### src/hdl/stl_pkg.sv
// Shared types and constants for the script token splitter.
package stl_pkg;

  // Default configuration.
  localparam int STL_POS_BITS   = 16;
  localparam int STL_FIFO_DEPTH = 4;

  // Token kinds.
  localparam logic [1:0] KIND_WORD   = 2'd0;
  localparam logic [1:0] KIND_QUOTED = 2'd1;
  localparam logic [1:0] KIND_PUNCT  = 2'd2;

  // Characters with a special meaning to the lexer.
  localparam logic [15:0] CH_LBRACE  = 16'h007B;
  localparam logic [15:0] CH_RBRACE  = 16'h007D;
  localparam logic [15:0] CH_LPAREN  = 16'h0028;
  localparam logic [15:0] CH_RPAREN  = 16'h0029;
  localparam logic [15:0] CH_APOS    = 16'h0027;
  localparam logic [15:0] CH_COLON   = 16'h003A;
  localparam logic [15:0] CH_SPACE   = 16'h0020;
  localparam logic [15:0] CH_SLASH   = 16'h002F;
  localparam logic [15:0] CH_DQUOTE  = 16'h0022;
  localparam logic [15:0] CH_NEWLINE = 16'h000A;

  // One token record.
  typedef struct packed {
    logic [1:0]  kind;
    logic [15:0] offset;
    logic [15:0] length;
    logic        closed;
    logic [15:0] punct_char;
  } stl_rec_t;

  // All records caused by one character: one or two.
  typedef struct packed {
    logic     two;
    stl_rec_t rec0;
    stl_rec_t rec1;
  } stl_entry_t;

endpackage

### src/hdl/script_token_splitter.sv
// Path: a token record goes from the front end into the entry queue and then into the
// record register of the back end, where it waits on the output until it is taken.
// Throughput: one character per cycle while the queue is not full; a character that
// closes two tokens takes a second output beat, and the entry queue absorbs such bursts.
// Output: one record per cycle when popped, set by the back end's single record register.
// Reset: synchronous, active low; clears the lexer mode, position, queue and output valid.
// Top level of the script token splitter.
module script_token_splitter #(
  parameter int POS_BITS   = stl_pkg::STL_POS_BITS,
  parameter int FIFO_DEPTH = stl_pkg::STL_FIFO_DEPTH
) (
  input  logic        clk,
  input  logic        rst_n,
  input  logic        push,
  output logic        full,
  input  logic [15:0] in_character,
  input  logic        in_final_char,
  output logic        empty,
  input  logic        pop,
  output logic [1:0]  out_kind,
  output logic [15:0] out_offset,
  output logic [15:0] out_length,
  output logic        out_closed,
  output logic [15:0] out_punct_char,
  output logic        out_last_of_run
);
  import stl_pkg::*;

  stl_entry_t wr_data, rd_data;
  logic       wr_en, rd_en, q_full, q_empty, in_beat;

  assign full    = q_full;
  assign in_beat = push && !q_full;

  // Character classification and lexer state.
  stl_front #(.POS_BITS(POS_BITS)) u_front (
    .clk     (clk),
    .rst_n   (rst_n),
    .in_valid(in_beat),
    .in_char (in_character),
    .in_fin  (in_final_char),
    .wr_en   (wr_en),
    .wr_data (wr_data)
  );

  // Entry queue.
  stl_fifo #(.DEPTH(FIFO_DEPTH)) u_fifo (
    .clk    (clk),
    .rst_n  (rst_n),
    .wr_en  (wr_en),
    .wr_data(wr_data),
    .full   (q_full),
    .rd_en  (rd_en),
    .rd_data(rd_data),
    .empty  (q_empty)
  );

  // Record output.
  stl_back u_back (
    .clk            (clk),
    .rst_n          (rst_n),
    .rd_data        (rd_data),
    .q_empty        (q_empty),
    .rd_en          (rd_en),
    .empty          (empty),
    .pop            (pop),
    .out_kind       (out_kind),
    .out_offset     (out_offset),
    .out_length     (out_length),
    .out_closed     (out_closed),
    .out_punct_char (out_punct_char),
    .out_last_of_run(out_last_of_run)
  );

endmodule

### src/hdl/stl_front.sv
// Front end: classifies characters, tracks the lexer mode and builds token records.
module stl_front #(
  parameter int POS_BITS = stl_pkg::STL_POS_BITS
) (
  input  logic                clk,
  input  logic                rst_n,
  input  logic                in_valid,
  input  logic [15:0]         in_char,
  input  logic                in_fin,
  output logic                wr_en,
  output stl_pkg::stl_entry_t wr_data
);
  import stl_pkg::*;

  typedef enum logic [4:0] {
    MODE_IDLE    = 5'b00001,
    MODE_WORD    = 5'b00010,
    MODE_SLASH   = 5'b00100,
    MODE_QUOTE   = 5'b01000,
    MODE_COMMENT = 5'b10000
  } stl_mode_t;

  localparam logic [POS_BITS-1:0] POS_MAX = {POS_BITS{1'b1}};

  stl_mode_t             mode_r, mode_mid, mode_nxt;
  logic [POS_BITS-1:0]   pos_r, pos_nxt, ts_r, ts_nxt, end_incl;
  logic [15:0]           c_eff;
  logic                  emit_a, emit_b;
  stl_rec_t              rec_a, rec_b;

  function automatic logic is_sep(input logic [15:0] c);
    return c <= CH_SPACE;
  endfunction

  function automatic logic is_punct(input logic [15:0] c);
    return (c == CH_LBRACE) || (c == CH_RBRACE) || (c == CH_LPAREN) ||
           (c == CH_RPAREN) || (c == CH_APOS) || (c == CH_COLON);
  endfunction

  function automatic logic is_delim(input logic [15:0] c);
    return is_sep(c) || is_punct(c) || (c == CH_DQUOTE);
  endfunction

  function automatic logic [POS_BITS-1:0] span_f(input logic [POS_BITS-1:0] e,
                                                 input logic [POS_BITS-1:0] s);
    return (e >= s) ? e - s : '0;
  endfunction

  // Exclusive end of a token that includes the current character, saturated.
  assign end_incl = (pos_r == POS_MAX) ? POS_MAX : pos_r + 1'b1;

  // Classification: close the open token, then maybe start a new one.
  always_comb begin
    mode_mid = mode_r;
    c_eff    = in_char;
    emit_a   = 1'b0;
    rec_a    = '0;
    unique case (mode_r)
      MODE_SLASH, MODE_WORD: begin
        if (mode_r == MODE_SLASH && in_char == CH_SLASH) begin
          mode_mid = MODE_COMMENT;
        end else if (is_delim(in_char)) begin
          emit_a       = 1'b1;
          rec_a.kind   = KIND_WORD;
          rec_a.offset = 16'(ts_r);
          rec_a.length = 16'(span_f(pos_r, ts_r));
          mode_mid     = MODE_IDLE;
        end else begin
          mode_mid = MODE_WORD;
        end
      end
      MODE_COMMENT: begin
        if (in_char == CH_NEWLINE) mode_mid = MODE_IDLE;
        c_eff = '0;
      end
      MODE_QUOTE: begin
        if (in_char == CH_DQUOTE) begin
          emit_a       = 1'b1;
          rec_a.kind   = KIND_QUOTED;
          rec_a.offset = 16'(ts_r);
          rec_a.length = 16'(span_f(end_incl, ts_r));
          rec_a.closed = 1'b1;
          mode_mid     = MODE_IDLE;
        end
        c_eff = '0;
      end
      default: mode_mid = MODE_IDLE;
    endcase

    // A new token may start at this character.
    mode_nxt = mode_mid;
    ts_nxt   = ts_r;
    emit_b   = 1'b0;
    rec_b    = '0;
    if (mode_mid == MODE_IDLE && !is_sep(c_eff)) begin
      if (c_eff == CH_SLASH) begin
        mode_nxt = MODE_SLASH;
        ts_nxt   = pos_r;
      end else if (c_eff == CH_DQUOTE) begin
        mode_nxt = MODE_QUOTE;
        ts_nxt   = pos_r;
      end else if (is_punct(c_eff)) begin
        emit_b           = 1'b1;
        rec_b.kind       = KIND_PUNCT;
        rec_b.offset     = 16'(pos_r);
        rec_b.length     = 16'd1;
        rec_b.punct_char = c_eff;
      end else begin
        mode_nxt = MODE_WORD;
        ts_nxt   = pos_r;
      end
    end

    // The end of the text flushes an open word or quoted group.
    if (in_fin) begin
      if (mode_nxt == MODE_WORD || mode_nxt == MODE_SLASH ||
          mode_nxt == MODE_QUOTE) begin
        emit_b       = 1'b1;
        rec_b        = '0;
        rec_b.kind   = (mode_nxt == MODE_QUOTE) ? KIND_QUOTED : KIND_WORD;
        rec_b.offset = 16'(ts_nxt);
        rec_b.length = 16'(span_f(end_incl, ts_nxt));
      end
      mode_nxt = MODE_IDLE;
      ts_nxt   = '0;
      pos_nxt  = '0;
    end else begin
      pos_nxt = end_incl;
    end
  end

  // Pack the records of this character into one queue entry.
  always_comb begin
    wr_en        = in_valid && (emit_a || emit_b);
    wr_data.two  = emit_a && emit_b;
    wr_data.rec0 = emit_a ? rec_a : rec_b;
    wr_data.rec1 = rec_b;
  end

  // Lexer state advances on every accepted beat.
  always_ff @(posedge clk) begin
    if (!rst_n) begin
      mode_r <= MODE_IDLE;
      pos_r  <= '0;
      ts_r   <= '0;
    end else if (in_valid) begin
      mode_r <= mode_nxt;
      pos_r  <= pos_nxt;
      ts_r   <= ts_nxt;
    end
  end

endmodule

### src/hdl/stl_fifo.sv
// Short queue of token entries between the front and the back end.
module stl_fifo #(
  parameter int DEPTH = stl_pkg::STL_FIFO_DEPTH
) (
  input  logic                clk,
  input  logic                rst_n,
  input  logic                wr_en,
  input  stl_pkg::stl_entry_t wr_data,
  output logic                full,
  input  logic                rd_en,
  output stl_pkg::stl_entry_t rd_data,
  output logic                empty
);
  import stl_pkg::*;

  localparam int PTR_W = (DEPTH > 1) ? $clog2(DEPTH) : 1;
  localparam int CNT_W = $clog2(DEPTH + 1);
  localparam logic [PTR_W-1:0] PTR_LAST = PTR_W'(DEPTH - 1);
  localparam logic [CNT_W-1:0] CNT_FULL = CNT_W'(DEPTH);

  stl_entry_t       mem_r [DEPTH];
  logic [PTR_W-1:0] wr_ptr_r, rd_ptr_r;
  logic [CNT_W-1:0] cnt_r;
  logic             do_wr, do_rd;

  assign full    = (cnt_r == CNT_FULL);
  assign empty   = (cnt_r == '0);
  assign do_wr   = wr_en && !full;
  assign do_rd   = rd_en && !empty;
  assign rd_data = mem_r[rd_ptr_r];

  // Storage.
  always_ff @(posedge clk) begin
    if (do_wr) mem_r[wr_ptr_r] <= wr_data;
  end

  // Pointers and fill count.
  always_ff @(posedge clk) begin
    if (!rst_n) begin
      wr_ptr_r <= '0;
      rd_ptr_r <= '0;
      cnt_r    <= '0;
    end else begin
      if (do_wr) wr_ptr_r <= (wr_ptr_r == PTR_LAST) ? '0 : wr_ptr_r + 1'b1;
      if (do_rd) rd_ptr_r <= (rd_ptr_r == PTR_LAST) ? '0 : rd_ptr_r + 1'b1;
      if (do_wr && !do_rd) cnt_r <= cnt_r + 1'b1;
      else if (do_rd && !do_wr) cnt_r <= cnt_r - 1'b1;
    end
  end

endmodule

### src/hdl/stl_back.sv
// Back end: hands out the records of each entry one beat at a time.
module stl_back (
  input  logic                clk,
  input  logic                rst_n,
  input  stl_pkg::stl_entry_t rd_data,
  input  logic                q_empty,
  output logic                rd_en,
  output logic                empty,
  input  logic                pop,
  output logic [1:0]          out_kind,
  output logic [15:0]         out_offset,
  output logic [15:0]         out_length,
  output logic                out_closed,
  output logic [15:0]         out_punct_char,
  output logic                out_last_of_run
);
  import stl_pkg::*;

  stl_entry_t ent_r;
  logic       valid_r, half_r;
  logic       last, take, load;
  stl_rec_t   cur;

  assign last  = !ent_r.two || half_r;
  assign take  = pop && valid_r;
  assign load  = !q_empty && (!valid_r || (take && last));
  assign rd_en = load;
  assign empty = !valid_r;

  // Current record on the output.
  assign cur             = half_r ? ent_r.rec1 : ent_r.rec0;
  assign out_kind        = cur.kind;
  assign out_offset      = cur.offset;
  assign out_length      = cur.length;
  assign out_closed      = cur.closed;
  assign out_punct_char  = cur.punct_char;
  assign out_last_of_run = last;

  // Entry payload.
  always_ff @(posedge clk) begin
    if (load) ent_r <= rd_data;
  end

  // Output valid and which half of the entry is shown.
  always_ff @(posedge clk) begin
    if (!rst_n) begin
      valid_r <= 1'b0;
      half_r  <= 1'b0;
    end else if (load) begin
      valid_r <= 1'b1;
      half_r  <= 1'b0;
    end else if (take) begin
      if (last) begin
        valid_r <= 1'b0;
        half_r  <= 1'b0;
      end else begin
        half_r <= 1'b1;
      end
    end
  end

endmodule

### config.mk
export PLATFORM = sky130hd
export DESIGN_NAME = script_token_splitter
export DESIGN_NICKNAME = d
export VERILOG_FILES = /design/src/hdl/stl_pkg.sv /design/src/hdl/script_token_splitter.sv /design/src/hdl/stl_front.sv /design/src/hdl/stl_fifo.sv /design/src/hdl/stl_back.sv
export SDC_FILE = /design/constraint.sdc
export NUM_CORES = 1
export LEC_CHECK = 0
export BUFFER_PORTS_ARGS = -buffer_cell sky130_fd_sc_hd__buf_2
export CORE_ASPECT_RATIO = 1.1
export CORE_MARGIN = 2
export CORE_UTILIZATION = 28
export CTS_BUF_LIST = sky130_fd_sc_hd__clkbuf_8
export DETAILED_ROUTE_END_ITERATION = 16
export PLACE_DENSITY = 0.51
export SYNTH_ARGS = -nofsm -noshare
export SYNTH_HDL_FRONTEND = slang
export SYNTH_SLANG_ARGS = --single-unit
### constraint.sdc
create_clock -name clk -period 9.4 [get_ports clk]
set_input_delay 0.94 -clock clk [delete_from_list [all_inputs] [get_ports clk]]
set_output_delay 0.94 -clock clk [all_outputs]
set_load 0.02 [all_outputs]
==> Word level (Yosys, flattened, before mapping) <==
Memories as Yosys holds them, arrays and structs flattened. A register that Yosys moved wholly into a read port is not among the register bits.
Cells that the tools add are included.
{ "classes": {"addsub": 8, "multipliers": 0, "n_div": 0, "magnitude_cmp": 5, "n_eq_ne": 29, "shifts": 0, "muxes": 59, "bitwise_logic": 1, "n_reduce_logical": 44} }
{ "op_table": {"columns": ["operator", "n"], "rows": [
  ["16-bit 2-to-1 mux", 15],
  ["34-bit 2-to-1 mux", 6],
  ["51-bit 2-to-1 mux", 4],
  ["16-bit by 6-bit == test with 1-bit output, second input constant", 12],
  ["34-bit case mux with 2 select lines", 1],
  ["16-bit by 7-bit == test with 1-bit output, second input constant", 4],
  ["16-bit greater-or-equal comparator", 3],
  ["16-bit subtractor", 3],
  ["5-bit 2-to-1 mux", 8],
  ["16-bit by 6-bit <= comparator with 1-bit output, second input constant", 2],
  ["32-bit 2-to-1 mux", 1],
  ["1-bit logical OR", 17],
  ["1-bit 2-to-1 mux", 17],
  ["16-bit by 1-bit adder with 16-bit output, second input constant", 1],
  ["16-bit == test, second input constant", 1],
  ["16-bit by 4-bit == test with 1-bit output, second input constant", 1],
  ["5-bit case mux with 3 select lines", 1],
  ["1-bit logical AND", 12],
  ["5-bit by 2-bit == test with 1-bit output, second input constant", 2],
  ["5-bit by 3-bit == test with 1-bit output, second input constant", 2],
  ["5-bit by 4-bit == test with 1-bit output, second input constant", 2],
  ["1-bit logical NOT", 7],
  ["2-bit 2-to-1 mux", 3],
  ["3-bit 2-to-1 mux", 2],
  ["13 further kinds", 19]
]} }
{ "word_totals": {"reg_bits": 46, "latchBits": 0, "ram_bits": 412, "romBits": 0, "input_bits": 21, "output_inout_bits": 54, "word_cells": 155, "mem_count": 1} }
{ "memory_table": {"columns": ["memory", "words", "word_bits", "read_ports", "rd_clocked_by_memory_dff", "write_ports", "line", "source"], "rows": [
  ["u_fifo.mem_r", 4, 103, 1, 1, 1, "stl_fifo.sv:21", "stl_entry_t mem_r [DEPTH];"]
]} }

==> Depth between registers and ports, before layout <==
Gate-level depths: netlist of the first run.
{ "depth": {"depth_word": 27, "mapped_depth": 19, "depth_no_buf": 18} }

==> Hierarchy <==
From an unflattened synthesis of the first run, not the netlist that was laid out.
{ "hier_totals": {"cells_unflattened": 1580, "area_unflattened_um2": 25485.7} }
{ "by_module_without_submodules": {"columns": ["mod", "instances", "cells_each", "area_per_inst_um2", "seq_area_each_um2"], "rows": [
  ["stl_fifo", 1, 589, 15411.0, 12552.0],
  ["stl_front", 1, 817, 5985.7, 740.7],
  ["stl_back", 1, 173, 4075.2, 3133.0],
  ["script_token_splitter", 1, 1, 13.8, 0.0]
]} }

==> Worst setup path before layout of the first run <==
OpenSTA, ideal clock, no wires.
{ "synth_timing": {"path_type": "input port to flip-flop", "from": "input port pop", "to": "register u_fifo.cnt_r[2]", "arrival_ps": 7767, "required_ps": 9324, "slack_ps": 1557, "stages": 9, "path_buffers": 0, "path_cell_list": "nand2_1 -> a21oi_1 -> inv_1 -> ha_1 -> inv_1 -> fa_1 -> xor2_1 -> or3_1 -> a21boi_0"} }
{ "synth_via": {"elab_chain_cells": 8, "elab_cells_between_ends": 10} }
{ "synth_lines": {"columns": ["item", "line", "source"], "rows": [
  ["start: declaration", "script_token_splitter.sv:19", "input logic pop,"],
  ["1-bit logical AND (*)", "stl_back.sv:25", "assign take = pop && valid_r;"],
  ["1-bit logical AND (*)", "stl_back.sv:26", "assign load = !q_empty && (!valid_r || (take && last));"],
  ["1-bit logical OR (*)", "stl_back.sv:26", null],
  ["1-bit logical AND (*)", "stl_back.sv:26", null],
  ["named net rd_en", "script_token_splitter.sv:30", "logic wr_en, rd_en, q_full, q_empty, in_beat;"],
  ["1-bit logical AND (*)", "stl_fifo.sv:29", "assign do_rd = rd_en && !empty;"],
  ["1-bit logical NOT", "stl_fifo.sv:46", "if (do_wr && !do_rd) cnt_r <= cnt_r + 1'b1;"],
  ["1-bit logical AND", "stl_fifo.sv:46", null],
  ["3-bit 2-to-1 mux / 2-bit nonzero test (equally long branches)", null, null],
  ["end signal: assignment", "stl_fifo.sv:46", null],
  ["end signal: assignment", "stl_fifo.sv:47", "else if (do_rd && !do_wr) cnt_r <= cnt_r - 1'b1;"],
  ["end: declaration", "stl_fifo.sv:23", "logic [CNT_W-1:0] cnt_r;"]
]} }
Mark *: on every way through the listed nets, which the timed path passes. The rest lies on a longest branch.
A chain may end at the register's enable or synchronous reset.

==> summary.txt, run 1 <==
Clock tree
  – Cts repair resizes: 0
  – Worst-path clk slew: 0.06 ns
  – Num CTS Buffers: 89
  – Clock Latency Late Sink: 0.69 ns
  – # Post-CTS Setup Buffers: 0
  – CTS Sinks: 556
  – Clk root buf: clkbuf_8
  – Worst-case clock buffer depth: 3
  – H-Tree Depth: 3
  – Hold-fix buffers, CTS: 0
  – CTS tree: built

Synth
  – Post-synth EDFFs: 510
  – Yosys reg bits: 556
  – Ranking of synthesized cells by instance count: edfxtp_1, mux4_2, nand2_1, ha_1, nor2_1
  – Cell Area, Synth: about 24000 sq um
  – Mapped Cells: ~1500
  – Avg Inst Size Synth: between 15 and 20 sq um
  – Top cells by area, synth: edfxtp_1, mux4_2, dfxtp_1
  – Async S/R FF share, synth: 0%
  – Cell with the most instances after synthesis: edfxtp_1
  – Post-synth top area cell: edfxtp_1
  – Seq/Total Area, Yosys: 67.1%
  – Ys Warns: 0
  – Unique masters post-synth: between 80 and 90
  – Yosys top cell area share: 63.3%
  – Post-synth top flop: edfxtp_1

Run status
  – Status: finished clean

STA
  – Setup ws final: 2.86 ns
  – Slew @ Worst Pin: 1.11 ns
  – Max-slew violations: 0
  – Min Hold Slack: 0.503 ns
  – Final setup violation count: 0
  – Post-route setup TNS: 0 ns
  – Skew final: 0.0426 ns
  – Final hold violations: 0
  – Fin crit share: 69.5%
  – Fmax: about 0.15 GHz
  – Slew HR: a little over a quarter
  – Fin crit period: 6.54 ns
  – RSZ-0062 raised after global routing: false

Routing
  – WL met3: roughly 2.3 mm
  – Highest metal used: met5
  – Wl on met1: 25.5 mm
  – Via/cell ratio: 4.72
  – Metal2 WL: 30.4 mm
  – Detailed Routing Iterations Pass 1: 5
  – Post-Route WL: slightly below 60 mm
  – Drt wl/cell: 20.6 microns
  – Total number of vias: 13600
  – Iter 0 DRT Violations: between 800 and 900
  – Drc violations: 0
  – Routed Antenna Nets: 0

GRT
  – Vias in the first global route: around 15000
  – Antenna violations before repair: 3
  – Overflow after GRT: 0
  – First-pass GRT wire length: approximately 90 mm
  – Tot GR Track Use: between 10% and 20%
  – Largest net degree at the start of global routing: 65

Worst setup path
  – CP Class: in -> reg
  – Worst-path fanout max: 18
  – Register-to-Register Setup Slack: 3.41 ns
  – Arrival @ worst endpoint: 6.97 ns
  – Setup crit end kind: flip-flop
  – Delay-heaviest family, CP: simple AND/OR/NAND/NOR gates
  – Worst path cell trace: buf_2 -> nor4_1 -> nand2_1 -> nor3_1 -> a21oi_1 -> a21oi_2 -> nand2_2 -> mux2_2 -> ha_1 -> fa_1 -> nor2b_1 -> o31a_1 -> o211ai_1 -> nand3_1 -> nand3_1 -> a311oi_2 -> nand2_1 -> o221ai_1
  – Worst stage delay on the critical path: 0.73 ns
  – WP data required: 9.83 ns
  – Buf/Inv on CP: 1
  – CP Launch Type: input pin
  – CP max stage cell: nor3_1

Layout
  – Final instance area: ~28000 sq um
  – Share of layout cells above drive strength 1: between 20 and 25%
  – Syn-to-layout area delta: 14.7%
  – Post-Layout Cell Count: 2886
  – Final #Nets: ~1700
  – Final Util: 32.3%

Hold path
  – Hold crit path type: reg -> reg

Power and ir drop
  – Lkg Pwr: 9.57 nW
  – VDD IR-drop max: ~0.00011 V
  – PwrDens: ~240 nW/um^2
  – Final Power: 6.59 mW

Placed design
  – DP Area: around 26000 sq um
  – HPWL Detailed: around 39 mm
  – Post-Place Setup Slack: 2.27 ns
  – Routability cong.: around 0.86
  – DP Cell Count: 2728
  – Port bufs: 74

Floorplan
  – Core area: 86000 sq um
  – Die W: 284 microns
  – Std-Cell Rows: about 110
  – DIE HEIGHT: 312 microns
  – Initial core utilization: 28.2%
  – Boundary Pins: 75
  – Die footprint: 88800 sq um

Flow run
  – MaxCap Viol Count: 0
==> area by class of cell <==
class	instances	area [sq um]
fillers	8518	58200
flip-flops and latches	556	16200
multi-input cells	891	7810
well taps	1150	1440
clock buffers	90	1240
repair buffers	92	505
clock inverters	67	379
inverters	39	146
diodes	1	2.50
==> power by group <==
group / switching (mW) / internal (mW) / leakage, nW
Combinational: 0.824 / 0.562 / 3.30
Sequential: 0.148 / 3.15 / 5.33
Clock: 0.950 / 0.955 / 0.943
==> cell families (layout without fill, tap and decap cells) <==
group,count (synthesis),after routing,synth area share [%]
mux,176,176,12.8
xor+xnor,46,46,1.66
simple gates,292,292,6.15
flops,556,556,67.1
compound gates,246,246,7.20
fa+ha+maj,59,59,3.17
other cells,1,73,0.0155
buf+inv,112,288,1.88
==> per-layer routing <==
metal | vias up | track usage [%]
met5 | - | 0
met4 | 4 | 4.02
met3 | 84 | 2.62
met2 | 260 | 23.6
met1 | 7050 | 16.6
li1 | 6218 | -
==> final timing paths <==
| check | startpoint | to | cells past startpoint |
|---|---|---|---|
| worst max-delay path | in_character[9] | u_fifo.mem_r[2][80] | 18 |
| worst min-delay path | u_fifo.wr_ptr_r[1] | u_fifo.wr_ptr_r[1] | 2 |
| worst max register to register | u_front.pos_r[1] | u_fifo.mem_r[1][76] | 20 |
| worst min register to register | u_fifo.wr_ptr_r[1] | u_fifo.wr_ptr_r[1] | 2 |
==> worst reg2reg max path: cells and delay by family, from the launching register on <==
kind            cells  cell delay [ns]
compound gates      5             1.40
fa+ha+maj           3             1.00
buf+inv             4             0.66
flops               1             0.59
simple gates        8             2.11
==> registers in the layout, summed over array words and instances, names as in the netlist <==
name / flops
u_back.ent_r: 102
u_back.half_r: 1
u_back.valid_r: 1
u_fifo.cnt_r: 3
u_fifo.mem_r: 408
u_fifo.rd_ptr_r: 2
u_fifo.wr_ptr_r: 2
u_front.mode_r: 5
u_front.pos_r: 16
u_front.ts_r: 16
==> cell usage in the layout, fill, tap and decap left out, types with 6 or more instances in the layout <==
| master | instances |
|---|---|
| nand4_1 | 9 |
| a21oi_1 | 44 |
| nand2_1 | 82 |
| xor2_1 | 19 |
| xnor2_1 | 27 |
| o21ai_0 | 39 |
| a21o_1 | 16 |
| edfxtp_1 | 510 |
| a22oi_1 | 10 |
| inv_1 | 70 |
| o21a_1 | 12 |
| o211ai_1 | 11 |
| or3_1 | 10 |
| mux2i_1 | 22 |
| conb_1 | 72 |
| nand3_1 | 24 |
| clkbuf_8 | 90 |
| and2_1 | 13 |
| clkinv_1 | 14 |
| a22o_1 | 25 |
| nor3_1 | 13 |
| nor2_1 | 53 |
| and3_1 | 16 |
| a31oi_1 | 11 |
| o221a_2 | 8 |
| mux4_2 | 102 |
| buf_2 | 74 |
| o31a_1 | 6 |
| buf_4 | 18 |
| nor4_1 | 8 |
| clkinv_2 | 11 |
| dfxtp_1 | 43 |
| ha_1 | 55 |
| nor2b_1 | 23 |
| mux2_2 | 52 |
| o21ai_1 | 11 |
| nand2b_1 | 13 |
| o221ai_1 | 9 |
(Power assumes the default switching activity.)
==> run 2, diff against run 1 <==
==> constraint.sdc (replaced) <==
create_clock -name clk -period 6.3 [get_ports clk]
set_input_delay 0.63 -clock clk [delete_from_list [all_inputs] [get_ports clk]]
set_output_delay 0.63 -clock clk [all_outputs]
set_load 0.02 [all_outputs]
==> summary.txt, run 2 (synthesis results as in run 1) <==
STA
  – Slew HR: 15.7% (-10 points)
  – Fin crit period: 5.43 ns
  – RSZ-0062 raised after global routing: false
  – Final setup violation count: 0 (unchanged)
  – Skew final: 0.0259 ns (-0.0167 ns)
  – Slew @ Worst Pin: 1.26 ns (+0.157 ns)
  – Final hold violations: 0 (unchanged)
  – Max-slew violations: 0 (unchanged)
  – Post-route setup TNS: 0 ns (unchanged)
  – Fin crit share: approximately 86%
  – Fmax: around 0.18 GHz

Floorplan
  – Initial core utilization: 28.2% (unchanged)
  – Die W: 284 microns (unchanged)
  – DIE HEIGHT: 312 microns (unchanged)
  – Boundary Pins: 75 (unchanged)
  – Core area: 86000 sq um (unchanged)
  – Die footprint: 88800 sq um (unchanged)
  – Std-Cell Rows: 113 (unchanged)

Worst setup path
  – CP Class: reg -> reg
  – CP startpoint: u_front.mode_r[4]
  – WP data required: 6.71 ns (-3.12 ns)
  – CP Launch Type: flip-flop
  – Setup crit end kind: flip-flop
  – Worst-path fanout max: 15 (-3)
  – Arrival @ worst endpoint: 5.83 ns (-1.14 ns)
  – Crit Reg-Reg Startpoint: u_front.mode_r[4]

Layout
  – Top Registers: u_fifo.mem_r: 408 flops, u_back.ent_r: 102 flops
  – Fillers: 8522 (+0.047%)
  – Most frequent cells in the layout: edfxtp_1, mux4_2, clkbuf_8
  – Post-Layout Cell Count: 2917 (+1.1%)
  – Final instance area: 28100 sq um (+1.2%)
  – Share of layout cells above drive strength 1: 23.6% (+1.2 points)
  – Syn-to-layout area delta: 16.1%
  – Largest Register: u_fifo.mem_r
  – Max reg flops: 408 (unchanged)
  – Final #Nets: 1772 (+1.3%)
  – Most common cell after layout, fill and taps aside: edfxtp_1

Routing
  – Post-Route WL: 60.8 mm (+2.1%)
  – Routed Antenna Nets: 0 (unchanged)
  – Total number of vias: 13700 (+0.60%)
  – Drc violations: 0 (unchanged)
  – Iter 0 DRT Violations: 1011 (+20%)
  – Via/cell ratio: 4.70 (-0.47%)
  – Detailed Routing Iterations Pass 1: 5 (unchanged)
  – Drt wl/cell: 20.8 microns (+1.0%)

Clock tree
  – H-Tree Depth: 3 (unchanged)
  – # Post-CTS Setup Buffers: 0 (unchanged)
  – CTS tree: built
  – Worst-case clock buffer depth: 3 (unchanged)
  – Clk root buf: clkbuf_8
  – Clock Latency Late Sink: 0.69 ns (about the same)
  – Cts repair resizes: 0 (unchanged)
  – Worst-path clk slew: 0.06 ns (about the same)
  – CTS Sinks: 556 (unchanged)
  – Hold-fix buffers, CTS: 0 (unchanged)
  – Num CTS Buffers: 90 (+1.1%)

Power and ir drop
  – VDD IR-drop max: 0.000370 V (+230%)
  – Sequential share of power: 49.3% (-0.8 points)
  – Switch share: 29.3% (+0.13 points)
  – Clock power frac: 29.2% (+0.3 points)
  – Net switching power: 2.90 mW (+51%)
  – Internal Power: 6.99 mW (+50%)
  – Part of the power in combinational logic: 21.5% (+0.5 points)
  – PwrDens: 352 nW/um^2 (+48%)
  – Lkg Pwr: 9.73 nW (+1.6%)

GRT
  – Largest net degree at the start of global routing: 106 (+63%)
  – Overflow after GRT: 0 (unchanged)
  – Tot GR Track Use: 13.7% (+0.28 points)
  – Antenna violations before repair: 2 (-1)
  – First-pass GRT wire length: 91.0 mm (+1.3%)
  – Vias in the first global route: 14600 (+0.32%)

Hold path
  – Hold crit path type: in -> reg
  – Hold_sp: pop

Flow run
  – MaxCap Viol Count: 0 (unchanged)

Placed design
  – Routability cong.: 0.874 (+1.5%)
  – DP Area: 26400 sq um (+1.1%)
  – Port bufs: 74 (unchanged)
  – HPWL Detailed: 39.9 mm (+3.0%)
  – DP Cell Count: 2750 (+0.81%)

Run status
  – Status: finished clean
## run 2: metal layers
layer | track usage [%] | part of all wire, %
met1 | 16.5 | 41
met2 | 24.3 | 52
met3 | 2.20 | 3.8
met4 | 5.61 | 3.1
met5 | 0 | 0.023
## run 2: worst paths after layout
path / to / slack (ns) / depth (start not counted)
setup / recovery: u_fifo.mem_r[1][80] / 0.87 / 18
hold / removal: u_back.half_r / 0.35 / 4
setup reg to reg: u_fifo.mem_r[1][80] / 0.87 / 18
hold reg to reg: u_fifo.wr_ptr_r[1] / 0.50 / 2
## run 2: cell type report
class,count,area [sq um],area share [%]
antenna,1,2.50,0.00891
clock buffer,93,1280,4.55
clock inverter,73,384,1.37
inverter,39,146,0.521
multi-input combinational,891,7810,27.8
sequential,556,16200,57.8
tap,1150,1440,5.12
timing repair buffer,114,796,2.83
## run 2: critical path, stage by stage (launching register included)
cell and delay, ns:
dfxtp_1 0.34, or4_4 0.55, or4_1 0.52, nand3_1 0.10, a41o_2 0.27, a21oi_2 0.06
nand2_2 0.16, buf_4 0.31, mux2i_1 0.32, inv_1 0.09, fa_1 0.41, nor2b_1 0.16
o31a_1 0.20, o211ai_1 0.15, nand3_1 0.13, nand3_1 0.14, a311oi_2 0.30, nand2_1 0.36
o221ai_1 0.54
## run 2: stage by stage
step / util (%) / hold WS (ns) / worst slack (ns) / power [mW]
after floorplan: - / 0.467 / 1.07 / 6.39
after global placement: 30.8 / 0.485 / 0.738 / 7.15
after detailed placement: 30.8 / 0.496 / 0.616 / 7.18
after CTS: 32.7 / 0.290 / 0.932 / 10.1
after global routing: 32.7 / 0.343 / 0.490 / 10.4
final: 32.7 / 0.355 / 0.874 / 9.89
## run 2: power by group through the flow
stage,clock [mW],sequential [mW],combinational (mW)
after floorplan,0,4.89,1.50
after global placement,0,4.95,2.20
after detailed placement,0,4.97,2.21
after CTS,2.99,4.89,2.22
after global routing,3.15,4.94,2.31
final,2.89,4.88,2.12
